## config.mk

```make
export PLATFORM = sky130hd
export DESIGN_NAME = motor_speed_ramp_limiter
export DESIGN_NICKNAME = d
export VERILOG_FILES = /design/src/hw/rtl/msrl_pkg.sv /design/src/hw/rtl/msrl_regs.sv /design/src/hw/rtl/msrl_core.sv /design/src/hw/rtl/motor_speed_ramp_limiter.sv
export SDC_FILE = /design/constraint.sdc
export NUM_CORES = 1
export LEC_CHECK = 0
export BUFFER_PORTS_ARGS = -buffer_cell sky130_fd_sc_hd__clkbuf_2
export CELL_PAD_IN_SITES_DETAIL_PLACEMENT = 1
export CELL_PAD_IN_SITES_GLOBAL_PLACEMENT = 1
export CORE_MARGIN = 2
export CORE_UTILIZATION = 47
export DETAILED_ROUTE_END_ITERATION = 10
export GPL_ROUTABILITY_DRIVEN = 0
export PLACE_DENSITY = 0.95
export SYNTH_ARGS = -nofsm -noshare
export SYNTH_HDL_FRONTEND = slang
export SYNTH_SLANG_ARGS = --single-unit
```

## constraint.sdc

```tcl
create_clock -name clk_i -period 17.66 [get_ports clk_i]
set_input_delay 3.532 -clock clk_i [delete_from_list [all_inputs] [get_ports clk_i]]
set_output_delay 3.532 -clock clk_i [all_outputs]
set_load 0.005 [all_outputs]
```

## src/hw/rtl/msrl_pkg.sv

```systemverilog
package msrl_pkg;

  // item operations
  typedef enum logic [1:0] {
    OP_TICK       = 2'd0,
    OP_SET_TARGET = 2'd1,
    OP_SET_SPEED  = 2'd2,
    OP_E_BRAKE    = 2'd3
  } op_e;

  // register indexes (byte address = 4 * index)
  localparam logic [1:0] REG_ACCEL_STEP = 2'd0;
  localparam logic [1:0] REG_BRAKE_STEP = 2'd1;
  localparam logic [1:0] REG_MIN_SPEED  = 2'd2;
  localparam logic [1:0] REG_INVERT_DIR = 2'd3;

  localparam int unsigned ApbAddrW = 4;
  localparam int unsigned ApbDataW = 32;

  localparam logic [6:0] AccelStepReset = 7'd10;
  localparam logic [6:0] BrakeStepReset = 7'd20;
  localparam logic [6:0] MinSpeedReset  = 7'd0;

  // speed limits
  localparam logic signed [9:0] SpeedMaxLimit = 10'sd100;
  localparam logic signed [9:0] SpeedMinLimit = -10'sd100;

  typedef struct packed {
    logic [6:0] accel_step;
    logic [6:0] brake_step;
    logic [6:0] min_speed;
    logic       invert_direction;
  } cfg_t;

  typedef struct packed {
    logic signed [7:0] cur_next;
    logic signed [7:0] tgt_next;
    logic              changed;
    logic              forward;
    logic [7:0]        magnitude;
  } result_t;

endpackage

```

## src/hw/rtl/msrl_regs.sv

```systemverilog
module msrl_regs (
  input  logic                            clk_i,
  input  logic                            rst_ni,
  input  logic                            psel,
  input  logic                            penable,
  input  logic                            pwrite,
  input  logic [msrl_pkg::ApbAddrW-1:0]   paddr,
  input  logic [msrl_pkg::ApbDataW-1:0]   pwdata,
  output logic [msrl_pkg::ApbDataW-1:0]   prdata,
  output logic                            pready,
  output msrl_pkg::cfg_t                  cfg_o
);

  msrl_pkg::cfg_t cfg_q;
  logic           wr_en;
  logic [1:0]     reg_idx;

  assign pready  = 1'b1;
  assign reg_idx = paddr[3:2];
  assign wr_en   = psel && penable && pwrite && pready;

  always_ff @(posedge clk_i or negedge rst_ni) begin
    if (!rst_ni) begin
      cfg_q.accel_step       <= msrl_pkg::AccelStepReset;
      cfg_q.brake_step       <= msrl_pkg::BrakeStepReset;
      cfg_q.min_speed        <= msrl_pkg::MinSpeedReset;
      cfg_q.invert_direction <= 1'b0;
    end else if (wr_en) begin
      case (reg_idx)
        msrl_pkg::REG_ACCEL_STEP: cfg_q.accel_step       <= pwdata[6:0];
        msrl_pkg::REG_BRAKE_STEP: cfg_q.brake_step       <= pwdata[6:0];
        msrl_pkg::REG_MIN_SPEED:  cfg_q.min_speed        <= pwdata[6:0];
        msrl_pkg::REG_INVERT_DIR: cfg_q.invert_direction <= pwdata[0];
        default: ;
      endcase
    end
  end

  // readback
  always_comb begin
    prdata = '0;
    case (reg_idx)
      msrl_pkg::REG_ACCEL_STEP: prdata[6:0] = cfg_q.accel_step;
      msrl_pkg::REG_BRAKE_STEP: prdata[6:0] = cfg_q.brake_step;
      msrl_pkg::REG_MIN_SPEED:  prdata[6:0] = cfg_q.min_speed;
      msrl_pkg::REG_INVERT_DIR: prdata[0]   = cfg_q.invert_direction;
      default:                  prdata      = '0;
    endcase
  end

  assign cfg_o = cfg_q;

endmodule

```

## src/hw/rtl/msrl_core.sv

```systemverilog
module msrl_core (
  input  msrl_pkg::cfg_t    cfg_i,
  input  msrl_pkg::op_e     op_i,
  input  logic signed [7:0] val_i,
  input  logic signed [7:0] cur_i,
  input  logic signed [7:0] tgt_i,
  output msrl_pkg::result_t res_o
);

  logic [7:0]        cur_mag;
  logic [7:0]        tgt_mag;
  logic              accel;
  logic [6:0]        step_mag;
  logic signed [9:0] cur_ext;
  logic signed [9:0] tgt_ext;
  logic signed [9:0] step;
  logic signed [9:0] nxt;
  logic [9:0]        nxt_mag;
  logic signed [7:0] tick_speed;
  logic signed [9:0] tval;
  logic signed [7:0] tgt_clamped;
  logic signed [7:0] final_cur;

  assign cur_mag = cur_i[7] ? 8'(-cur_i) : 8'(cur_i);
  assign tgt_mag = tgt_i[7] ? 8'(-tgt_i) : 8'(tgt_i);
  assign cur_ext = 10'(cur_i);
  assign tgt_ext = 10'(tgt_i);

  // accelerating: same direction (or from zero) and magnitude grows
  assign accel = (cur_i != tgt_i) &&
                 !(cur_i[7] && (tgt_i > 8'sd0)) &&
                 !((cur_i > 8'sd0) && tgt_i[7]) &&
                 (tgt_mag > cur_mag);

  assign step_mag = accel ? cfg_i.accel_step : cfg_i.brake_step;
  assign step     = (tgt_i < cur_i) ? -$signed({3'b000, step_mag})
                                    :  $signed({3'b000, step_mag});
  assign nxt      = cur_ext + step;
  assign nxt_mag  = nxt[9] ? 10'(-nxt) : 10'(nxt);

  always_comb begin
    if (!accel && ({1'b0, step_mag} > cur_mag)) begin
      tick_speed = '0;                     // braking through zero stops first
    end else if (((nxt < tgt_ext) && (nxt < cur_ext)) ||
                 ((nxt > tgt_ext) && (nxt > cur_ext))) begin
      tick_speed = tgt_i;                  // overshoot lands on target
    end else if (nxt_mag < {3'b000, cfg_i.min_speed}) begin
      if (accel) begin
        tick_speed = nxt[9] ? 8'(-$signed({1'b0, cfg_i.min_speed}))
                            : $signed({1'b0, cfg_i.min_speed});
      end else begin
        tick_speed = '0;
      end
    end else if (nxt > msrl_pkg::SpeedMaxLimit) begin
      tick_speed = 8'(msrl_pkg::SpeedMaxLimit);
    end else if (nxt < msrl_pkg::SpeedMinLimit) begin
      tick_speed = 8'(msrl_pkg::SpeedMinLimit);
    end else begin
      tick_speed = nxt[7:0];
    end
  end

  // new target: optional negate, then clamp
  assign tval = cfg_i.invert_direction ? -10'(val_i) : 10'(val_i);

  always_comb begin
    if (tval > msrl_pkg::SpeedMaxLimit) begin
      tgt_clamped = 8'(msrl_pkg::SpeedMaxLimit);
    end else if (tval < msrl_pkg::SpeedMinLimit) begin
      tgt_clamped = 8'(msrl_pkg::SpeedMinLimit);
    end else begin
      tgt_clamped = tval[7:0];
    end
  end

  always_comb begin
    final_cur     = cur_i;
    res_o.tgt_next = tgt_i;
    res_o.changed  = 1'b0;
    case (op_i)
      msrl_pkg::OP_TICK: begin
        if (cur_i != tgt_i) begin
          final_cur     = tick_speed;
          res_o.changed = 1'b1;
        end
      end
      msrl_pkg::OP_SET_TARGET: res_o.tgt_next = tgt_clamped;
      msrl_pkg::OP_SET_SPEED:  final_cur      = val_i;
      msrl_pkg::OP_E_BRAKE:    final_cur      = '0;
      default:                 final_cur      = cur_i;
    endcase
    res_o.cur_next  = final_cur;
    res_o.forward   = !final_cur[7];
    res_o.magnitude = final_cur[7] ? 8'(-final_cur) : 8'(final_cur);
  end

endmodule

```

## src/hw/rtl/motor_speed_ramp_limiter.sv

```systemverilog
// channel | handshake               | payload
// --------+-------------------------+---------------------------------------------
// in      | in_valid_i / in_ready_o | operation_i, speed_value_i
// out     | out_valid_o/out_ready_i | current_speed_o, speed_changed_o,
//         |                         | driving_forward_o, speed_magnitude_o
// cfg     | psel/penable/pwrite     | paddr, pwdata, prdata (pready tied high)
//
// one item per cycle sustained while the output is not stalled; each transfer lands in
// an input register, and its result is computed into the output register when the
// input stage moves forward; the speed and target registers update on that same edge,
// so a following item in the next cycle sees them already
// rst_ni clears both handshake stages and the state; config returns to defaults
// a stalled output holds the input stage, which then takes a transfer only while it
// is empty; otherwise it takes one only when it moves forward in the same cycle
module motor_speed_ramp_limiter (
  input  logic                          clk_i,
  input  logic                          rst_ni,
  // input items
  input  logic                          in_valid_i,
  output logic                          in_ready_o,
  input  logic [1:0]                    operation_i,
  input  logic signed [7:0]             speed_value_i,
  // result items
  output logic                          out_valid_o,
  input  logic                          out_ready_i,
  output logic signed [7:0]             current_speed_o,
  output logic                          speed_changed_o,
  output logic                          driving_forward_o,
  output logic [7:0]                    speed_magnitude_o,
  // configuration
  input  logic                          psel,
  input  logic                          penable,
  input  logic                          pwrite,
  input  logic [msrl_pkg::ApbAddrW-1:0] paddr,
  input  logic [msrl_pkg::ApbDataW-1:0] pwdata,
  output logic [msrl_pkg::ApbDataW-1:0] prdata,
  output logic                          pready
);

  msrl_pkg::cfg_t    cfg;
  msrl_pkg::result_t res;

  // input stage
  logic              s1_valid_q, s1_valid_d;
  logic [1:0]        s1_op_q;
  logic signed [7:0] s1_val_q;

  // state
  logic signed [7:0] cur_q;
  logic signed [7:0] tgt_q;

  // output stage
  logic              out_valid_q, out_valid_d;
  logic signed [7:0] out_speed_q;
  logic              out_changed_q;
  logic              out_fwd_q;
  logic [7:0]        out_mag_q;

  logic in_xfer;
  logic s1_adv;

  msrl_regs u_regs (
    .clk_i   (clk_i),
    .rst_ni  (rst_ni),
    .psel    (psel),
    .penable (penable),
    .pwrite  (pwrite),
    .paddr   (paddr),
    .pwdata  (pwdata),
    .prdata  (prdata),
    .pready  (pready),
    .cfg_o   (cfg)
  );

  msrl_core u_core (
    .cfg_i (cfg),
    .op_i  (msrl_pkg::op_e'(s1_op_q)),
    .val_i (s1_val_q),
    .cur_i (cur_q),
    .tgt_i (tgt_q),
    .res_o (res)
  );

  // the input stage moves on whenever the output register is empty or drains
  assign s1_adv     = s1_valid_q && (!out_valid_q || out_ready_i);
  assign in_ready_o = !s1_valid_q || s1_adv;
  assign in_xfer    = in_valid_i && in_ready_o;

  always_comb begin
    if (in_xfer) begin
      s1_valid_d = 1'b1;
    end else if (s1_adv) begin
      s1_valid_d = 1'b0;
    end else begin
      s1_valid_d = s1_valid_q;
    end
  end

  always_comb begin
    if (s1_adv) begin
      out_valid_d = 1'b1;
    end else if (out_ready_i) begin
      out_valid_d = 1'b0;
    end else begin
      out_valid_d = out_valid_q;
    end
  end

  // control and state
  always_ff @(posedge clk_i or negedge rst_ni) begin
    if (!rst_ni) begin
      s1_valid_q  <= 1'b0;
      out_valid_q <= 1'b0;
      cur_q       <= '0;
      tgt_q       <= '0;
    end else begin
      s1_valid_q  <= s1_valid_d;
      out_valid_q <= out_valid_d;
      if (s1_adv) begin
        cur_q <= res.cur_next;
        tgt_q <= res.tgt_next;
      end
    end
  end

  // payload registers
  always_ff @(posedge clk_i) begin
    if (in_xfer) begin
      s1_op_q  <= operation_i;
      s1_val_q <= speed_value_i;
    end
    if (s1_adv) begin
      out_speed_q   <= res.cur_next;
      out_changed_q <= res.changed;
      out_fwd_q     <= res.forward;
      out_mag_q     <= res.magnitude;
    end
  end

  assign out_valid_o       = out_valid_q;
  assign current_speed_o   = out_speed_q;
  assign speed_changed_o   = out_changed_q;
  assign driving_forward_o = out_fwd_q;
  assign speed_magnitude_o = out_mag_q;

  // target never leaves the clamp range
  a_tgt_range: assert property (@(posedge clk_i) disable iff (!rst_ni)
    (tgt_q <= 8'sd100) && (tgt_q >= -8'sd100))
    else $error("target out of range");

  // a stage-one item always reaches the output register
  a_adv_fills_out: assert property (@(posedge clk_i) disable iff (!rst_ni)
    s1_adv |=> out_valid_q)
    else $error("advanced item lost");

  // a held input stage keeps its item
  a_s1_hold: assert property (@(posedge clk_i) disable iff (!rst_ni)
    (s1_valid_q && !s1_adv) |=> (s1_valid_q && $stable(s1_op_q) && $stable(s1_val_q)))
    else $error("input stage dropped item");

  // tick results always lie inside the signed magnitude range
  a_tick_range: assert property (@(posedge clk_i) disable iff (!rst_ni)
    (out_valid_q && out_changed_q) |-> (out_speed_q != -8'sd128))
    else $error("tick result out of range");

  // output state mirrors the speed register after each result
  a_state_match: assert property (@(posedge clk_i) disable iff (!rst_ni)
    s1_adv |=> (out_speed_q == cur_q))
    else $error("result and state disagree");

endmodule
```

==> results of run 1 <==
## cells by family after synthesis
family                     after synthesis  share of synthesized area
and+or+nand+nor                        243                     0.1950
AOI/OAI and AO/OA                      172                     0.1879
buffers and inverters                   95                    0.08330
DFF                                     67                     0.2839
adders and majority gates               63                     0.1244
xor gates and xnor gates                41                    0.05612
muxes                                   40                    0.06824
other                                    2                   0.001174
## worst max-delay path, delay by kind of cell (launching register included)
family          cells  cell delay, ps
compound gates     13            2940
simple gates       12            2490
buf+inv             4             950
mux                 1             510
fa+ha+maj           5            1490
flops               1             590
xor+xnor            5            1550
## final timing paths
path | from | slack [ps] | cells past startpoint | to
setup / recovery | cur_q[1] | 6810 | 40 | speed_magnitude_o[6]
hold / removal | s1_valid_q | 570 | 1 | out_valid_o
setup reg to reg | cur_q[1] | 6810 | 40 | speed_magnitude_o[6]
hold reg to reg | s1_valid_q | 570 | 1 | out_valid_o
max in group asynchronous | rst_ni | 13620 | 1 | cur_q[5]
min in group asynchronous | rst_ni | 3370 | 1 | tgt_q[6]
## flip-flops by register name, summed over array words and instances, names as in the netlist
name,flops
s1_val_q,8
driving_forward_o,1
current_speed_o,8
s1_valid_q,1
s1_op_q,2
speed_changed_o,1
tgt_q,8
out_valid_o,1
speed_magnitude_o,7
cur_q,8
u_regs.cfg_o,22
## cell usage after synthesis, types with 3 or more instances
master | count | area share
a2bb2oi_1 | 3 | 0.0041
nand2_1 | 57 | 0.033
a22o_1 | 7 | 0.0096
nand3_1 | 22 | 0.017
ha_1 | 62 | 0.12
a22oi_1 | 6 | 0.0070
or3_1 | 6 | 0.0059
nor2b_1 | 14 | 0.014
a21oi_1 | 28 | 0.022
nand4_1 | 8 | 0.0078
nor3_1 | 30 | 0.023
clkbuf_8 | 6 | 0.013
o21ai_0 | 42 | 0.033
nor2_1 | 49 | 0.029
o21bai_1 | 6 | 0.0070
and3_1 | 10 | 0.0098
o31ai_1 | 5 | 0.0059
a211oi_1 | 5 | 0.0059
nand2b_1 | 10 | 0.0098
a211o_1 | 3 | 0.0041
inv_1 | 47 | 0.028
and4_1 | 3 | 0.0041
a21o_1 | 8 | 0.0094
nand3b_1 | 3 | 0.0035
a31oi_1 | 12 | 0.012
o211ai_1 | 11 | 0.013
dfrtp_1 | 36 | 0.14
edfxtp_1 | 27 | 0.13
mux2i_1 | 20 | 0.031
o31ai_2 | 3 | 0.0059
clkbuf_1 | 9 | 0.0053
xor2_1 | 10 | 0.014
mux2_2 | 19 | 0.033
buf_4 | 27 | 0.032
nor4_1 | 6 | 0.0059
a31o_2 | 6 | 0.0082
dfstp_2 | 4 | 0.016
inv_2 | 3 | 0.0018
xnor2_1 | 31 | 0.042
## placed cells by master (no fill, tap or decap), types with 3 or more instances in the layout
master     count
nand2_1       57
a211oi_1       5
a21oi_1       28
a21o_1         8
a211o_1        3
inv_2          3
o31ai_2        3
nand2b_1      10
nor4_1         6
nor2b_1       14
a31o_2         6
nor3_1        30
edfxtp_1      27
a22oi_1        6
clkbuf_16      9
a2bb2oi_1      3
clkbuf_2      52
nand4_1        8
and3_1        10
mux2i_1       20
dfrtp_1       36
xnor2_1       31
mux2_2        19
a22o_1         7
o21ai_0       42
o31ai_1        5
o211ai_1      11
nor2_1        49
or3_1          6
nand3_1       22
o21bai_1       6
nand3b_1       3
conb_1        26
and4_1         3
dfstp_2        4
a31oi_1       12
inv_1         47
xor2_1        10
ha_1          62
## layout make-up
cell class | count | share of cell area
multi-input combinational | 585 | 0.5957
sequential | 67 | 0.2615
timing repair buffer | 54 | 0.03962
clock buffer | 10 | 0.03440
tap | 176 | 0.03169
inverter | 51 | 0.02755
clock inverter | 6 | 0.009184
antenna | 1 | 0.0003602
## metrics by stage
step                      hold slack (ps)  instance area (µm²)    util  std cells
after floorplan                     457.2                 6489       -        747
after global placement              469.1                 6643  0.4996        933
after detailed placement            503.1                 6643  0.4996        933
after CTS                           559.3                 6945  0.5224        949
after global routing                594.4                 6945  0.5224        949
final                               569.6                 6948  0.5226        950
## routing by layer
layer,vias up,global-route usage
met4,0,0.1839
met1,2989,0.3898
met5,-,0
li1,2696,-
met3,154,0.07075
met2,440,0.5456
==> impl_results.md, run 1 <==
- Maximum clock frequency: 0.09220 GHz
- # Max-Cap Violations: 0
- Final slew viol count: 0
- DRT Pass-1 Iters: 6
- Setup tns final: 0 ps
- Antenna viol nets, final: 0
- Via density: 6.609
- Critical Path Source Type: flop
- Core ar.: 13300 µm²
- Aggregate global routing overflow: 0
- Top Metal Used: met4
- Worst EP required: 17700 ps
- WS Path Type: reg -> reg
- Metal2 WL: 11.20 mm
- WL met3: 1.953 mm
- Final hold violations: 0
- Slew headroom: 0.1880
- Root buf cell: clkbuf_16
- Die ar.: 14560 µm²
- Min-delay worst type: reg -> reg
- Overall routing resource usage: 0.3271
- Post-synthesis cell type count: 85
- Crit path top cell by count: ha_1
- Critical Path Sink Type: flop
- Via count: 6279
- Share of post-route cells with drive strength above 1: 0.1604
- Tcrit/Tclk final: 0.6141
- Clk Latency, worst-skew pair: 350 ps
- Syn_area_per_cell: 8.850 µm²
- Post-synth EDFFs: 27
- RSZ-0062 raised after global routing: false
- Die Ht: 120.7 µm
- Pin count of the biggest net entering global routing: 41
- # IOs: 106
- # fillers: 1543
- Fin worst setup slack: 6814 ps
- First-pass GRT wire length: 36.72 mm
- Final-stage net count: 884
- Seq/Total Area, Yosys: 0.2839
- Cts hold-fix bufs: 0
- Die Width: 120.7 µm
- Crit path max fanout: 20
- CTS Sinks: 67
- Slew @ Worst Pin: 1208 ps
- Mapped Cells: 723
- Tmin final: 10850 ps
- Hpwl dp: 16.24 mm
- Vias in the first global route: 6557
- Max stage delay cell, worst path: xnor2_1
- Area delta synth->final: 8.584%
- Slowest stage delay, CP: 650 ps
- Status: finished, final reports clean
- Input/output buffers: 52
- Postcts setup bufs: 0
- Worst EP arrival: 10880 ps
- Top_reg_cell synth: dfrtp_1
- CTS resizes: 0
- Synthesized flop and latch total: 67
- TritonCTS buffer count: 9
- DRC viols: 0
- Clock skew: 11.40 ps
- Wl on met1: 8.833 mm
- Post-Syn Area: 6399 µm²
- Initial antenna violation count: 0
- Multi-input combinational cell area: 4139 µm²
- Finish-stage setup viols: 0
- DP Worst Slack: 7366 ps
- CTS tree: built
- Initial DRC Count: 623
- Clk slew on worst S/H paths: 60 ps
- Htree depth: 3
- Synth Warn #: 0
- Routed WL: 23.46 mm
- Clock tree buffer depth: 2
- Routed wire per std cell: 24.70 µm
- Storage element area: 1817 µm²
- Starting Density: 0.4813
- FP Rows: 42
- Synth async-reset ratio: 0.5970
Power of run 1 is not shown: default switching activity piles up to over one toggle a cycle in this logic, so the estimate is an artifact.
==> run 2, diff against run 1 <==
--- a/config.mk
+++ b/config.mk
@@ -9,10 +9,10 @@
 export CELL_PAD_IN_SITES_DETAIL_PLACEMENT = 1
 export CELL_PAD_IN_SITES_GLOBAL_PLACEMENT = 1
 export CORE_MARGIN = 2
-export CORE_UTILIZATION = 47
+export CORE_UTILIZATION = 40
 export DETAILED_ROUTE_END_ITERATION = 10
 export GPL_ROUTABILITY_DRIVEN = 0
-export PLACE_DENSITY = 0.95
+export PLACE_DENSITY = 0.89
 export SYNTH_ARGS = -nofsm -noshare
 export SYNTH_HDL_FRONTEND = slang
 export SYNTH_SLANG_ARGS = --single-unit
==> constraint.sdc (replaced) <==
create_clock -name clk_i -period 9.1 [get_ports clk_i]
set_input_delay 1.82 -clock clk_i [delete_from_list [all_inputs] [get_ports clk_i]]
set_output_delay 1.82 -clock clk_i [all_outputs]
set_load 0.005 [all_outputs]
==> run 2 against run 1 <==
Hold slack got worse by 64 ps. Fmax rose by 16%. Non-clock buffer count increased by 64. Setup slack got worse by 7100 ps. Core utilization down 3.3 points. The flow now finishes with violations (negative setup slack). Sequential share of layout area shrank 2.6 points. Critical path depth shrank 3. Routed wire length rose by 21%. Count of clock-buffer cells in the layout is 1 higher. First-iteration DRC count grew 36%. Clock skew grew 2.2 ps. Largest cell class unchanged.
==> impl_results.md, run 2 (same netlist as run 1, synthesis figures left out) <==
- Starting Density: 0.4057 (-0.07553)
- FF-to-FF setup slack: -260 ps (-7070 ps)
- Dpl cell area: 7038 µm² (+6.0%)
- Post-route cell area: 7727 µm² (+11%)
- Fin worst setup slack: -255.2 ps (-7069 ps)
- Worst EP required: 9200 ps (-8500 ps)
- Clk slew on worst S/H paths: 60 ps (about the same)
- Final slew viol count: 0 (unchanged)
- Via count: 6937 (+10%)
- FP Rows: 46 (+9.5%)
- Critical Path Sink Type: flop
- Final-stage net count: 948 (+7.2%)
- Slew headroom: 0.1424 (-0.04558)
- Failing checks: negative setup slack
- Tcrit/Tclk final: 1.028 (+0.4139)
- Critical Path Source Type: flop
- Htree depth: 3 (unchanged)
- Post-layout util: 0.4900 (-0.03258)
- Initial antenna violation count: 0 (unchanged)
- Aggregate global routing overflow: 0 (unchanged)
- First-pass GRT wire length: 37.56 mm (+2.3%)
- Clock tree buffer depth: 2 (unchanged)
- Status: finished with violations
- Core ar.: 15770 µm² (+19%)
- Worst EP arrival: 9450 ps (-1430 ps)
- Cts hold-fix bufs: 0 (unchanged)
- Root buf cell: clkbuf_16
- Most common cell after layout, fill and taps aside: buf_4
- Antenna viol nets, final: 0 (unchanged)
- Die Width: 130.5 µm (+8.1%)
- Vias in the first global route: 6694 (+2.1%)
- Slowest stage delay, CP: 540 ps (-110 ps)
- Clock skew: 13.57 ps (+2.166 ps)
- Routed WL: 28.50 mm (+21%)
- Pin count of the biggest net entering global routing: 41 (unchanged)
- Antenna Cells: 0 (-1)
- Slew @ Worst Pin: 1275 ps (+67.80 ps)
- Final hold violations: 0 (unchanged)
- # IOs: 106 (unchanged)
- Die ar.: 17020 µm² (+17%)
- Finish-stage setup viols: 8 (+8)
- CTS Sinks: 67 (unchanged)
- Overall routing resource usage: 0.2887 (-0.03842)
- Die Ht: 130.5 µm (+8.1%)
- Clk Latency, worst-skew pair: 360 ps (about the same)
- TritonCTS buffer count: 9 (unchanged)
- Share of post-route cells with drive strength above 1: 0.2676 (+0.1072)
- Multi-input combinational cell area: 4374 µm² (+5.7%)
- # Max-Cap Violations: 0 (unchanged)
- DRT Pass-1 Iters: 6 (unchanged)
- Worst Reg-to-Reg Cells: 37 (-7.5%)
- Min-delay worst type: reg -> reg
- Inst Count DP: 1019 (+9.2%)
- Initial DRC Count: 849 (+36%)
- Maximum clock frequency: 0.1069 GHz (+16%)
- CTS tree: built
- DRC viols: 0 (unchanged)
- Crit path max fanout: 5 (-75%)
- Max FFs per register: 22 (unchanged)
- Routed wire per std cell: 27.07 µm (+9.6%)
- Setup tns final: -1606 ps (-1606 ps)
- Fin cells: 1053 (+11%)
- WS Path Type: reg -> reg
- Storage element area: 1818 µm² (about the same)
- Area delta synth->final: 20.77%
- # fillers: 1861 (+21%)
- Max stage delay cell, worst path: nor4_2
- Input/output buffers: 52 (unchanged)
- Hpwl dp: 17.56 mm (+8.1%)
- Most frequent cells in the layout: 63 x buf_4, 58 x ha_1, 56 x nand2_1, 52 x clkbuf_2, 48 x nor2_1
- Via density: 6.588 (-0.33%)
- Tmin final: 9355 ps (-1491 ps)
- Hold Path Stages: 1 (unchanged)
==> run 2: repair_timing <==
action                                  CTS  global route
pin swaps                                 2            28
buffers inserted                          1            17
endpoints found under the setup margin    9            17
resized for setup                         6            45
==> run 2: critical path: cells and delay by family (launching register included) <==
family | cells | cell delay, ps
muxes | 2 | 790
buffers and inverters | 3 | 370
xor gates and xnor gates | 5 | 1140
and+or+nand+nor | 15 | 3270
DFF | 1 | 490
adders and majority gates | 4 | 1230
AOI/OAI and AO/OA | 8 | 1810
==> run 2: path summary, 6_finish.rpt <==
kind / startpoint / end
max in group asynchronous: rst_ni / cur_q[2]
worst min-delay path: s1_valid_q / out_valid_o
worst max-delay path: cur_q[3] / speed_magnitude_o[2]
min in group asynchronous: rst_ni / u_regs.cfg_o[1]
worst min register to register: s1_valid_q / out_valid_o
worst max register to register: cur_q[3] / speed_magnitude_o[2]
==> run 2: final cells by class <==
class | instances | share of cell area
Multi-Input combinational cell | 585 | 0.5661
Sequential cell | 67 | 0.2353
Timing Repair Buffer | 118 | 0.1004
Tap cell | 216 | 0.03497
Clock buffer | 11 | 0.03416
Inverter | 51 | 0.02477
Clock inverter | 5 | 0.004372
==> run 2: per-stage QoR <==
| step | worst slack (ps) | hold slack (ps) |
|---|---|---|
| 2_1_floorplan | 497.1 | 457.2 |
| 3_3_place_gp | 163.6 | 482.4 |
| 3_5_place_dp | -228.0 | 490.9 |
| 4_1_cts | 13.56 | 493.6 |
| 5_1_grt | -497.9 | 564.4 |
| 6_report | -255.2 | 505.2 |
==> run 2: per-layer routing <==
| layer | track usage | share of wire | vias to the layer above |
|---|---|---|---|
| met2 | 0.4798 | 0.46 | 552 |
| met4 | 0.1758 | 0.077 | 0 |
| li1 | - | - | 2829 |
| met3 | 0.06515 | 0.10 | 215 |
| met1 | 0.3411 | 0.36 | 3341 |
| met5 | 0 | 0 | - |
Power of run 2 is left out for the same reason.
==> run 3, diff against run 2 <==
--- a/config.mk
+++ b/config.mk
@@ -13,6 +13,7 @@
 export DETAILED_ROUTE_END_ITERATION = 10
 export GPL_ROUTABILITY_DRIVEN = 0
 export PLACE_DENSITY = 0.89
+export RECOVER_POWER = 50
 export SYNTH_ARGS = -nofsm -noshare
 export SYNTH_HDL_FRONTEND = slang
 export SYNTH_SLANG_ARGS = --single-unit
==> run 3 against run 2 <==
The flow finishes with violations (max-capacitance violations, max-slew violations, negative setup slack). Global-route usage is the same. First-iteration DRC count shrank 9.4%. Fmax grew 0.26%. Cell count is essentially flat. Critical endpoint unchanged. Largest cell class unchanged.
==> impl_results.md, run 3 (same netlist as run 1, synthesis figures left out) <==
- Aggregate global routing overflow: 0 (unchanged)
- Post-layout util: 0.4891 (-0.0009520)
- Most common cell after layout, fill and taps aside: buf_4
- Setup tns final: -1469 ps (+136.9 ps)
- Critical Path Sink Type: flop
- Inst Count DP: 1019 (unchanged)
- Worst EP arrival: 9430 ps (-20 ps)
- DRC viols: 0 (unchanged)
- Final hold violations: 0 (unchanged)
- Pin count of the biggest net entering global routing: 41 (unchanged)
- Slowest stage delay, CP: 540 ps (about the same)
- WS Path Type: reg -> reg
- CTS Sinks: 67 (unchanged)
- Crit path max fanout: 5 (unchanged)
- # Max-Cap Violations: 1 (+1)
- Initial antenna violation count: 0 (unchanged)
- Antenna viol nets, final: 0 (unchanged)
- Max FFs per register: 22 (unchanged)
- Die Ht: 130.5 µm (unchanged)
- Final slew viol count: 41 (+41)
- Metal2 WL: 13.22 mm (+0.27%)
- Multi-input combinational cell area: 4374 µm² (unchanged)
- Routed WL: 28.48 mm (about the same)
- Cts hold-fix bufs: 0 (unchanged)
- Storage element area: 1818 µm² (unchanged)
- Top Metal Used: met4
- Overall routing resource usage: 0.2887 (unchanged)
- Routed wire per std cell: 27.02 µm (-0.17%)
- Most frequent cells in the layout: 63 x buf_4, 58 x ha_1, 56 x nand2_1, 48 x nor2_1, 44 x inv_1
- Clk Latency, worst-skew pair: 360 ps (about the same)
- Via count: 6990 (+0.76%)
- Input/output buffers: 52 (unchanged)
- First-pass GRT wire length: 37.56 mm (unchanged)
- Hpwl dp: 17.56 mm (unchanged)
- Die ar.: 17020 µm² (unchanged)
- Final-stage net count: 948 (unchanged)
- FP Rows: 46 (unchanged)
- Critical Path Source Type: flop
- Tmin final: 9331 ps (-24.13 ps)
- WL met3: 2.890 mm (-1.9%)
- Failing checks: max-capacitance violations, max-slew violations, negative setup slack
- TritonCTS buffer count: 9 (unchanged)
- Worst Setup SP: cur_q[3]
- Die Width: 130.5 µm (unchanged)
- Worst Reg-to-Reg Cells: 36 (-2.7%)
- Dpl cell area: 7038 µm² (unchanged)
- Htree depth: 3 (unchanged)
- Initial DRC Count: 769 (-9.4%)
- Slew headroom: -0.7089 (-0.8514)
- Fin cells: 1054 (+0.095%)
- DRT Pass-1 Iters: 6 (unchanged)
- Finish-stage setup viols: 8 (unchanged)
- Slew @ Worst Pin: 2563 ps (+1288 ps)
- Clk slew on worst S/H paths: 60 ps (about the same)
- Wl on met1: 10.15 mm (-0.24%)
- Share of post-route cells with drive strength above 1: 0.2509 (-0.01673)
- # fillers: 1870 (+0.48%)
- Worst EP required: 9200 ps (about the same)
- Via density: 6.632 (+0.67%)
- Root buf cell: clkbuf_16
- Worst Setup EP: speed_magnitude_o[2]
- Area delta synth->final: 20.53%
- CTS tree: built
- Starting Density: 0.4057 (unchanged)
- Fin worst setup slack: -231.1 ps (+24.13 ps)
- Reg2Reg Launch Point: cur_q[3]
- Reg-to-Reg End: speed_magnitude_o[2]
- # IOs: 106 (unchanged)
- Tcrit/Tclk final: 1.025 (-0.002652)
- FF-to-FF setup slack: -230 ps (+20 ps)
- Min-delay worst type: reg -> reg
- Maximum clock frequency: 0.1072 GHz (+0.26%)
- Post-route cell area: 7712 µm² (-0.19%)
- Vias in the first global route: 6694 (unchanged)
- Clock tree buffer depth: 2 (unchanged)
- Core ar.: 15770 µm² (unchanged)
- Status: finished with violations
- Clock skew: 14.43 ps (+0.8612 ps)
- Max stage delay cell, worst path: nor4_2
## run 3: cell count changes in the layout (fill, tap and decap cells not counted)
| cell | previous run | this run |
|---|---|---|
| and2_0 | 0 | 1 |
| buf_1 | 0 | 1 |
| clkbuf_1 | 0 | 13 |
| clkbuf_2 | 52 | 38 |
| diode_2 | 0 | 1 |
| and2_1 | 2 | 1 |
## run 3: worst min path at each step
stage | cells past startpoint | end | slack, ps | from
after floorplan | 1 | out_valid_o | 460 | s1_valid_q
after global placement | 1 | out_valid_o | 480 | s1_valid_q
after detailed placement | 1 | out_valid_o | 490 | s1_valid_q
after CTS | 1 | out_valid_o | 490 | s1_valid_q
after global routing | 1 | out_valid_o | 560 | s1_valid_q
final | 1 | out_valid_o | 510 | s1_valid_q
## run 3: worst max-delay path, delay by kind of cell (launching register included)
family,cells,cell delay [ps]
compound gates,7,1640
xor+xnor,5,1420
fa+ha+maj,4,1180
buf+inv,3,420
flops,1,490
mux,2,780
simple gates,15,3130
## run 3: what timing repair did
item	4_1_cts	5_1_grt
pin swaps	2	28
hold endpoints to repair	0	0
setup endpoints to repair	9	17
gates resized for setup	6	45
gates cloned	0	0
buffers inserted	1	17
## run 3: through the flow
step | hold WS, ps | worst slack, ps
after floorplan | 457.2 | 497.1
after global placement | 482.4 | 163.6
after detailed placement | 490.9 | -228.0
after CTS | 493.6 | 13.56
after global routing | 564.4 | -497.9
final | 514.4 | -231.1
## run 3: cell type report
| type | instances | area share |
|---|---|---|
| Multi-Input combinational cell | 585 | 0.5672 |
| Sequential cell | 67 | 0.2357 |
| Timing Repair Buffer | 118 | 0.09831 |
| Tap cell | 216 | 0.03504 |
| Clock buffer | 11 | 0.03423 |
| Inverter | 51 | 0.02482 |
| Clock inverter | 5 | 0.004380 |
| Antenna cell | 1 | 0.0003245 |
## run 3: layer usage
| layer | GRT usage | up-vias |
|---|---|---|
| met5 | 0 | - |
| met2 | 0.4798 | 564 |
| li1 | - | 2829 |
| met4 | 0.1758 | 0 |
| met3 | 0.06515 | 205 |
| met1 | 0.3411 | 3392 |
Power of run 3 is left out for the same reason.
